===== config.mk =====
export PLATFORM = sky130hd
export DESIGN_NAME = wllh_ram
export DESIGN_NICKNAME = d
export VERILOG_FILES = /design/src/rtl/wllh_ram.sv
export SDC_FILE = /design/constraint.sdc
export NUM_CORES = 1
export LEC_CHECK = 0
export BUFFER_PORTS_ARGS = -buffer_cell sky130_fd_sc_hd__buf_2
export CAP_MARGIN = 20
export CORE_ASPECT_RATIO = 2
export CORE_MARGIN = 2
export CORE_UTILIZATION = 45
export CTS_CLUSTER_DIAMETER = 150
export DETAILED_ROUTE_END_ITERATION = 10
export SLEW_MARGIN = 20
export SYNTH_ARGS = -nofsm -noshare
export SYNTH_HDL_FRONTEND = slang
export SYNTH_SLANG_ARGS = --single-unit

===== constraint.sdc =====
create_clock -name clk -period 2.7 [get_ports clk]
set_clock_uncertainty 0.15 [all_clocks]
set_input_delay 0.405 -clock clk [delete_from_list [all_inputs] [get_ports clk]]
set_output_delay 0.405 -clock clk [all_outputs]
set_load 0.05 [all_outputs]

===== src/rtl/wllh_ram.sv =====
// ----------------------------------------------------------------------------
// wllh_ram
// Generic simple dual-port RAM: one write port, one read port, registered read.
// ----------------------------------------------------------------------------
module wllh_ram #(
    parameter int WIDTH = 8,
    parameter int DEPTH = 16,
    localparam int AW   = $clog2(DEPTH)
) (
    input  logic             clk,
    input  logic             we,
    input  logic [AW-1:0]    waddr,
    input  logic [WIDTH-1:0] wdata,
    input  logic             re,
    input  logic [AW-1:0]    raddr,
    output logic [WIDTH-1:0] rdata
);

    logic [WIDTH-1:0] mem [DEPTH];

    // Write port and registered read port
    always_ff @(posedge clk)
    begin
        if (we)
        begin
            mem[waddr] <= wdata;
        end
        if (re)
        begin
            rdata <= mem[raddr];
        end
    end

endmodule


# Word level (Yosys, flattened, before mapping)
# Memory sizes are Yosys's and may differ from the RTL's. A register that Yosys moved wholly into a read port is not among the register bits.
# Cells that the tools add are included.
[totals]
ff_bits = 0
latch_bits = 0
ramBits = 128
romBits = 0
input_bits = 19
word_cells = 3
n_memories = 1
[mem_list]
columns = ["name", "words", "width", "read_ports", "rd_ports_with_merged_regs", "wr", "line_no", "source"]
rows = [
  ["mem", 16, 8, 1, 1, 1, "19", "logic [WIDTH-1:0] mem [DEPTH];"],
]
[op_classes]
add_sub_neg = 0
multipliers = 0
div_mod_pow = 0
n_lt_le_gt_ge = 0
n_eq_ne = 0
n_shift = 0
muxes = 2
n_bitwise = 0
reduce_logical = 0
[ops]
columns = ["cell", "count"]
rows = [
  ["$mux 1", 2],
]

# Logic depth before layout (Yosys ltp)
# Gate-level depths: netlist of the first run.
[depth]
word_depth = 2
depth_mapped = 5
mapped_depth_nobuf = 3

# Worst setup path after synthesis of the first run
# OpenSTA, ideal clock, no wires.
[synth_timing]
path_type = "input to register"
startpoint = "in waddr[2]"
endpoint = "mem mem[0][0], enable pin"
setup_ns = 0.383
t_arrival_ns = 1.515
t_required_ns = 2.167
path_slack_ns = 0.652
stages = 2
cell_sequence = "or3b_2 > nor3_1"
[synth_lines]
columns = ["item", "line_no", "source"]
rows = [
  ["from (decl)", "12", "input logic [AW-1:0] waddr,"],
  ["to (decl)", "19", ""],
]
# Straight into the memory's write port.

==> results.tsv, run 1 <==
metric	value	unit
data required time of the worst path	2.70	ns
first-pass GRT wire length	14.9	mm
CTS tree	yes	
flops & latches, synth	136	
Netlist cell types	18	
DP HPWL	6.66	mm
vias in the first global route	2613	
total grt overflow	0	
critical path type	primary input to flop	
Die Ht	156	um
RSZ-0062 raised after global routing	false	
CP arrival	1.68	ns
Final Setup Violations	0	
vias per cell	5.53	
total power draw	5100	uW
CTS max path bufs	2	
Residual DRC	0	
PD cells	815	nW/um2
Iter 0 DRT Violations	106	
crit-path max cell delay	0.61	ns
Slew HR	51.0	%
fmax	0.595	GHz
Yosys top cell area share	78.1	%
gr usage total	17.4	%
max_cap viols	0	
post-synthesis net count	248	
Post-DRT Antenna Nets	0	
Top FF cell, synth	edfxtp_1	
port buffer count	26	
Die Wd	80.2	um
initial antenna violation count	0	
Final Max Tran Viols	0	
Mapped Area	5230	um2
CTS Hold Buffers Added	0	
clock sinks	136	
overall routed net length	9.96	mm
Post-synth EDFFs	136	
sequential share of the synthesized area	78.1	%
P_leak	0.00213	uW
hold_ws	0.205	ns
critical-path cell list	buf_2 -> buf_12 -> mux4_1 -> a22oi_1 -> nand2_1	
top-count cell post-synth	edfxtp_1	
Yosys warnings	0	
CP startpoint kind	primary input	
Core Region	11400	um2
layout cells sized above 1	31.4	%
Mean Syn Cell Area	22.8	um2
Worst-Skew Late Latency	0.41	ns
Final Hold Fails	0	
setup TNS	0	ns
Syn Inst Count	229	
CTS buffer count	17	
Initial Util	46.0	%
Area contributors post-synth	edfxtp_1 (78%), mux4_2 (7.8%), mux4_1 (7.0%), a22oi_1 (2.3%), nor2_1 (0.93%)	
Die ar.	12500	um2
Root Driver	clkbuf_16	
clock-pin slew on the worst setup and hold paths	0.06	ns
Place WS	0.585	ns
htree depth	4	
final worst path period need	1.68	ns
asr flop ratio synth	0	%
Layout Area Growth over Synthesis	19.6	%
synth cell count leaders	edfxtp_1 (136), mux4_2 (18), a22oi_1 (16)	
Ant. Diodes	0	
slowest library cell on the worst path	mux4_1	
worst vdd ir	0.490	mV
I/O Pins	27	
routed len/inst	22.7	um
Synth area leader	edfxtp_1	
crit end category	flop	
Post-CTS Resized	0	
final-stage net count	302	
Tcrit/Tclk final	62.3	%
via count	2421	
Post-CTS Setup Repair Bufs	0	
Std-Cell Rows	55	
Placer Congestion	0.718	
worst setup margin	1.02	ns
Worst Tran Pin Value	0.734	ns
crit path max fanout	32	
hold crit path type	primary input to flop	
status	completed	
TritonRoute pass-1 iters	4	
largest net degree at the start of global routing	33	
## critical path: cells and delay by family
kind / cells / cell delay, ns
mux: 1 / 0.61
buf+inv: 2 / 0.34
simple gates: 1 / 0.10
compound gates: 1 / 0.20
## flip-flops by register name, summed over array words and instances (netlist names)
signal	count
mem	128
rdata	8
## power breakdown
part | internal, uW | switching, uW | leakage, uW
Combinational | 92.3 | 152 | 0.000584
Sequential | 2380 | 11.7 | 0.00124
Clock | 1630 | 829 | 0.000308
## logic make-up after synthesis
group | after synthesis | share of synthesized area [%]
flip-flops | 136 | 78.1
AND/OR/NAND/NOR | 35 | 3.14
buffers and inverters | 10 | 1.65
multiplexers | 32 | 14.8
AO/OA/AOI/OAI | 16 | 2.30
## through the flow
step,cell area [um2],instances,utilization (%)
6_report,6250,438,55.1
4_1_cts,6250,438,55.1
3_3_place_gp,5620,406,49.5
5_1_grt,6250,438,55.1
2_1_floorplan,5230,229,-
3_5_place_dp,5620,406,49.5
## final cells by class
type	instances	area (um2)
Timing Repair Buffer	45	298
Sequential cell	136	4080
Fill cell	884	5100
Clock inverter	13	203
Tap cell	142	178
Multi-Input combinational cell	83	1060
Clock buffer	19	433
## final timing paths
check | to | depth (start not counted) | startpoint | slack (ns)
min | rdata[6]$_DFFE_PP_ | 1 | re | 0.20
max | rdata[0]$_DFFE_PP_ | 5 | raddr[0] | 1.02
max reg2reg | rdata[0]$_DFFE_PP_ | 3 | mem[1][0]$_DFFE_PP_ | 1.09
min reg2reg | rdata[4]$_DFFE_PP_ | 3 | mem[14][4]$_DFFE_PP_ | 0.60
## metal layers
layer / global-route usage, % / routed length, um
met3: 4.96 / 321
met5: 0 / 0
met1: 17.9 / 3550
met2: 31.9 / 5910
met4: 7.34 / 179
## placed cells by master (no fill, tap or decap)
master,synthesis,layout
bufinv_16,0,5
clkinvlp_4,0,1
nor2_1,13,13
clkbuf_16,0,17
buf_2,3,26
and2_1,1,1
nand2b_1,2,2
nor3_1,4,4
nand2_1,9,9
a22oi_1,16,16
nor2b_1,1,1
nand3_1,1,1
nand3b_1,2,2
clkinv_2,0,3
mux4_1,14,14
edfxtp_1,136,136
clkinv_1,0,1
clkbuf_1,0,2
mux4_2,18,18
buf_12,0,2
clkinv_4,0,3
and2b_1,1,1
buf_4,1,17
or3b_2,1,1
Note: power is estimated with default switching activity, not from simulation.
==> run 2: changes to the inputs <==
==> constraint.sdc (replaced) <==
create_clock -name clk -period 1.68 [get_ports clk]
set_clock_uncertainty 0.15 [all_clocks]
set_input_delay 0.252 -clock clk [delete_from_list [all_inputs] [get_ports clk]]
set_output_delay 0.252 -clock clk [all_outputs]
set_load 0.05 [all_outputs]
==> run 2 against run 1 <==
Final area grew 0.96%. Sequential share of layout area shrank 0.62 points. Combinational power up 70%. Routed wire length decreased by 3.4%. Register-to-register slack worse by 1.0 ns. Clock power is 48% higher. Setup slack lost 0.94 ns. Final cell count grew 2.1%. Sequential cell count did not move. Critical path type is now flop to flop.
==> results.tsv, run 2 (synthesis results as in run 1) <==
metric	value	unit
status	completed	
max_cap viols	0	
CTS buffer count	17	
worst vdd ir	0.995	mV
worst r2r src	mem[2][5]$_DFFE_PP_	
crit end category	flop	
clock sinks	136	
initial antenna violation count	0	
routed len/inst	21.5	um
R2R Setup Slk	0.08	ns
fmax	0.624	GHz
Critical path buffers and inverters	0	
data required time of the worst path	1.68	ns
slowest library cell on the worst path	mux4_1	
Die Ht	156	um
htree depth	4	
final std cells w/o fill	447	
gr usage total	17.2	%
Initial Util	46.0	%
Placer Congestion	0.747	
Iter 0 DRT Violations	194	
Residual DRC	0	
Final Setup Violations	0	
overall routed net length	9.62	mm
most common cell after layout, fill and taps aside	edfxtp_1	
DP HPWL	6.95	mm
CTS max path bufs	2	
R2R cell count	3	
RSZ-0062 raised after global routing	false	
clock-pin slew on the worst setup and hold paths	0.06	ns
reg2reg end	rdata[5]$_DFFE_PP_	
most frequent cells in the layout	edfxtp_1 (136), buf_2 (26), buf_4 (25)	
P_leak	0.00216	uW
WHS Endpoint	rdata[2]$_DFFE_PP_	
Layout Area Growth over Synthesis	20.8	%
layout cells sized above 1	34.1	%
biggest registers after layout	mem (128), rdata (8)	
final worst path period need	1.60	ns
Root Driver	clkbuf_16	
Post-DRT Antenna Nets	0	
Worst Tran Pin Value	0.708	ns
Largest Register	mem	
max reg flops	128	
hold crit path type	primary input to flop	
via count	2449	
port buffer count	26	
Worst-Skew Late Latency	0.41	ns
Post-CTS Setup Repair Bufs	0	
critical path type	flop to flop	
Std-Cell Rows	55	
I/O Pins	27	
Ant. Diodes	0	
Hold Path Origin	re	
vias per cell	5.48	
Die Wd	80.2	um
crit path max fanout	1	
total power draw	7890	uW
Final Max Tran Viols	0	
TritonRoute pass-1 iters	6	
largest net degree at the start of global routing	18	
first-pass GRT wire length	14.8	mm
CP startpoint kind	flop	
vias in the first global route	2608	
Final Hold Fails	0	
final-stage net count	312	
Core Region	11400	um2
crit-path max cell delay	0.49	ns
placed insts	416	
critical-path cell list	mux4_1 -> a22oi_1 -> nand2_1	
CTS tree	yes	
Slew HR	52.6	%
PD cells	1250	nW/um2
FILL cells	880	
CP delay by family, top	multiplexers	
Tcrit/Tclk final	95.4	%
Die ar.	12500	um2
total grt overflow	0	
CP arrival	1.60	ns
worst hold stages	1	
run 2: changes by cell type in the layout (fill, tap and decap cells not counted), moves of 2 or more:
cell / delta
buf_12: +2
buf_4: +8
bufinv_16: -2
clkinvlp_4: +2
run 2: how the worst max path moves through the flow:
stage	cells after the start	to	from	slack (ns)
finish	3	rdata[5]$_DFFE_PP_	mem[2][5]$_DFFE_PP_	0.08
global route	3	rdata[5]$_DFFE_PP_	mem[2][5]$_DFFE_PP_	0.002
CTS	3	rdata[3]$_DFFE_PP_	mem[6][3]$_DFFE_PP_	0.04
detailed placement	5	rdata[3]$_DFFE_PP_	raddr[0]	-0.23
global placement	5	rdata[5]$_DFFE_PP_	raddr[0]	-0.24
floorplan	5	rdata[1]$_DFFE_PP_	raddr[0]	0.002
run 2: layout make-up:
class / instances / area, um2 / share of cell area [%]
well taps: 142 / 178 / 2.81
multi-input cells: 83 / 1070 / 16.9
flip-flops and latches: 136 / 4080 / 64.7
repair buffers: 55 / 398 / 6.30
clock inverters: 13 / 156 / 2.48
clock buffers: 18 / 429 / 6.80
run 2: worst register-to-register path, stage by stage (launching register included):
cell      delay, ns
edfxtp_1       0.37
mux4_1         0.49
a22oi_1        0.23
nand2_1        0.10
run 2: report_power, final:
| part | switching (uW) | leakage, uW | internal (uW) |
|---|---|---|---|
| sequential | 17.7 | 0.00124 | 3820 |
| combinational | 248 | 0.000644 | 168 |
| clock | 1320 | 0.000277 | 2310 |
run 2: what timing repair did:
action,in CTS,in global routing
hold endpoints to repair,0,0
hold buffers,0,0
resized for setup,0,1
setup endpoints to repair,0,1
run 2: through the flow:
step	TNS [ns]	area, um2	setup WS (ns)	util (%)	hold WS (ns)
after floorplan	0	5240	0.00204	-	0.201
after global placement	-1.56	5720	-0.239	50.4	0.468
after detailed placement	-1.53	5720	-0.234	50.4	0.467
after CTS	0	6310	0.0363	55.5	0.0368
after global routing	0	6310	0.00237	55.6	0.0316
final	0	6310	0.0768	55.6	0.0511
run 2: routing by layer:
metal | wire, um | vias up | track usage (%)
li1 | - | 1111 | -
met1 | 3380 | 1271 | 17.9
met2 | 5830 | 59 | 32.1
met3 | 278 | 8 | 4.56
met4 | 136 | 0 | 6.54
met5 | 0 | - | 0
==> run 3: changes to the inputs <==
--- a/config.mk
+++ b/config.mk
@@ -7,11 +7,15 @@
 export LEC_CHECK = 0
 export BUFFER_PORTS_ARGS = -buffer_cell sky130_fd_sc_hd__buf_2
 export CAP_MARGIN = 20
+export CELL_PAD_IN_SITES_DETAIL_PLACEMENT = 0
+export CELL_PAD_IN_SITES_GLOBAL_PLACEMENT = 1
 export CORE_ASPECT_RATIO = 2
 export CORE_MARGIN = 2
 export CORE_UTILIZATION = 45
 export CTS_CLUSTER_DIAMETER = 150
 export DETAILED_ROUTE_END_ITERATION = 10
+export HOLD_SLACK_MARGIN = 0.08
+export PLACE_DENSITY_LB_ADDON = 0.1
 export SLEW_MARGIN = 20
 export SYNTH_ARGS = -nofsm -noshare
 export SYNTH_HDL_FRONTEND = slang
==> run 3 against run 2 <==
Global-route usage is 1.5 points higher. Register-to-register slack hardly changed. First-iteration DRC count is 32% lower. Final cell count is 2.2% higher. Routed wire length is 8.0% higher. Sequential share of layout area is 0.70 points lower. Critical endpoint is now rdata[2]$_DFFE_PP_. Highest routed layer unchanged.
==> results.tsv, run 3 (synthesis results as in run 1) <==
metric	value	unit
FF/Latch Area	4080	um2
Final Setup Violations	0	
Core Region	11400	um2
Post-CTS Setup Repair Bufs	0	
data required time of the worst path	1.69	ns
port buffer count	26	
Clk network pwr share	46.0	%
Largest Register	mem	
final worst path period need	1.60	ns
total grt overflow	0	
status	completed	
Ant. Diodes	0	
total power draw	7920	uW
P_leak	0.00219	uW
Post-Route Utilization	56.2	%
Tcrit/Tclk final	95.3	%
Residual DRC	0	
Iter 0 DRT Violations	132	
Final Hold Fails	0	
via count	2508	
TritonRoute pass-1 iters	4	
crit path max fanout	1	
Hold Path Origin	wdata[2]	
FILL cells	876	
WHS Endpoint	mem[10][2]$_DFFE_PP_	
R2R Setup Slk	0.08	ns
vias in the first global route	2678	
switching share of power	20.3	%
max reg flops	128	
Pint	6310	uW
CP startpoint kind	flop	
hold crit path type	primary input to flop	
Post-DRT Antenna Nets	0	
most frequent cells in the layout	edfxtp_1 (136), buf_4 (31), buf_2 (26)	
placed insts	420	
CTS tree	yes	
largest net degree at the start of global routing	17	
vias per cell	5.49	
Die Ht	156	um
fmax	0.625	GHz
Worst-Skew Late Latency	0.41	ns
area occupied by multi-input gates	1070	um2
Sequential Power Share	48.5	%
RSZ-0062 raised after global routing	false	
worst hold stages	1	
Std-Cell Rows	55	
Combinational Power Share	5.5	%
Initial Util	46.0	%
routed len/inst	22.7	um
Die Wd	80.2	um
Root Driver	clkbuf_16	
PD cells	1240	nW/um2
most common cell after layout, fill and taps aside	edfxtp_1	
max_cap viols	0	
Slew HR	47.0	%
CTS buffer count	17	
clock-pin slew on the worst setup and hold paths	0.06	ns
setup TNS	0	ns
worst r2r src	mem[1][2]$_DFFE_PP_	
Worst Tran Pin Value	0.793	ns
final-stage net count	322	
critical path type	flop to flop	
worst vdd ir	0.792	mV
first-pass GRT wire length	15.9	mm
hold_ws	0.0850	ns
CP arrival	1.61	ns
clock sinks	136	
biggest registers after layout	mem (128), rdata (8)	
R2R cell count	3	
reg2reg end	rdata[2]$_DFFE_PP_	
CTS max path bufs	2	
initial antenna violation count	0	
Die ar.	12500	um2
Final Max Tran Viols	0	
crit end category	flop	
DP HPWL	7.35	mm
layout cells sized above 1	34.6	%
I/O Pins	27	
Placer Congestion	0.722	
final std cells w/o fill	457	
gr usage total	18.7	%
overall routed net length	10.4	mm
Layout Area Growth over Synthesis	22.1	%
switching power	1610	uW
htree depth	4	
## run 3: worst max path at each step
stage | startpoint | to | slack (ns) | depth (start not counted)
6_report | mem[1][2]$_DFFE_PP_ | rdata[2]$_DFFE_PP_ | 0.08 | 3
5_1_grt | mem[1][5]$_DFFE_PP_ | rdata[5]$_DFFE_PP_ | 0.005 | 3
4_1_cts | mem[1][1]$_DFFE_PP_ | rdata[1]$_DFFE_PP_ | 0.07 | 3
3_5_place_dp | raddr[0] | rdata[1]$_DFFE_PP_ | -0.33 | 5
3_3_place_gp | raddr[0] | rdata[1]$_DFFE_PP_ | -0.35 | 5
2_1_floorplan | raddr[0] | rdata[1]$_DFFE_PP_ | 0.002 | 5
## run 3: area by class of cell
| cell class | instances | share of cell area [%] |
|---|---|---|
| Timing Repair Buffer | 65 | 7.25 |
| Tap cell | 142 | 2.78 |
| Multi-Input combinational cell | 83 | 16.8 |
| Clock buffer | 18 | 6.73 |
| Clock inverter | 13 | 2.43 |
| Sequential cell | 136 | 64.0 |
## run 3: routing by layer
| layer | up-vias | global-route usage [%] | share of wire [%] |
|---|---|---|---|
| met5 | - | 0 | 0 |
| met4 | 0 | 7.26 | 1.9 |
| met3 | 16 | 4.38 | 2.5 |
| met2 | 53 | 34.8 | 59 |
| met1 | 1311 | 19.9 | 37 |
| li1 | 1128 | - | - |
## run 3: power by group through the flow
stage	clock [uW]	combinational (uW)	sequential [uW]
3_5_place_dp	0	427	3920
5_1_grt	3840	470	3850
3_3_place_gp	0	424	3910
2_1_floorplan	0	196	3970
4_1_cts	3700	440	3850
6_report	3640	433	3840
## run 3: timing repair
action                                  CTS  global route
hold buffers                              6             0
endpoints found under the hold margin    78             0
resized for setup                         0             2
endpoints found under the setup margin    0             2
## run 3: worst max-delay path, stage by stage, from the launching register on
cell and delay, ns:
edfxtp_1 0.37, mux4_1 0.54, a22oi_2 0.20, nand2_1 0.08
## run 3: metrics by stage
step	setup slack, ns	instance area (um2)
2_1_floorplan	0.00204	5240
3_3_place_gp	-0.345	5730
3_5_place_dp	-0.330	5730
4_1_cts	0.0659	6370
5_1_grt	0.00509	6380
6_report	0.0788	6380
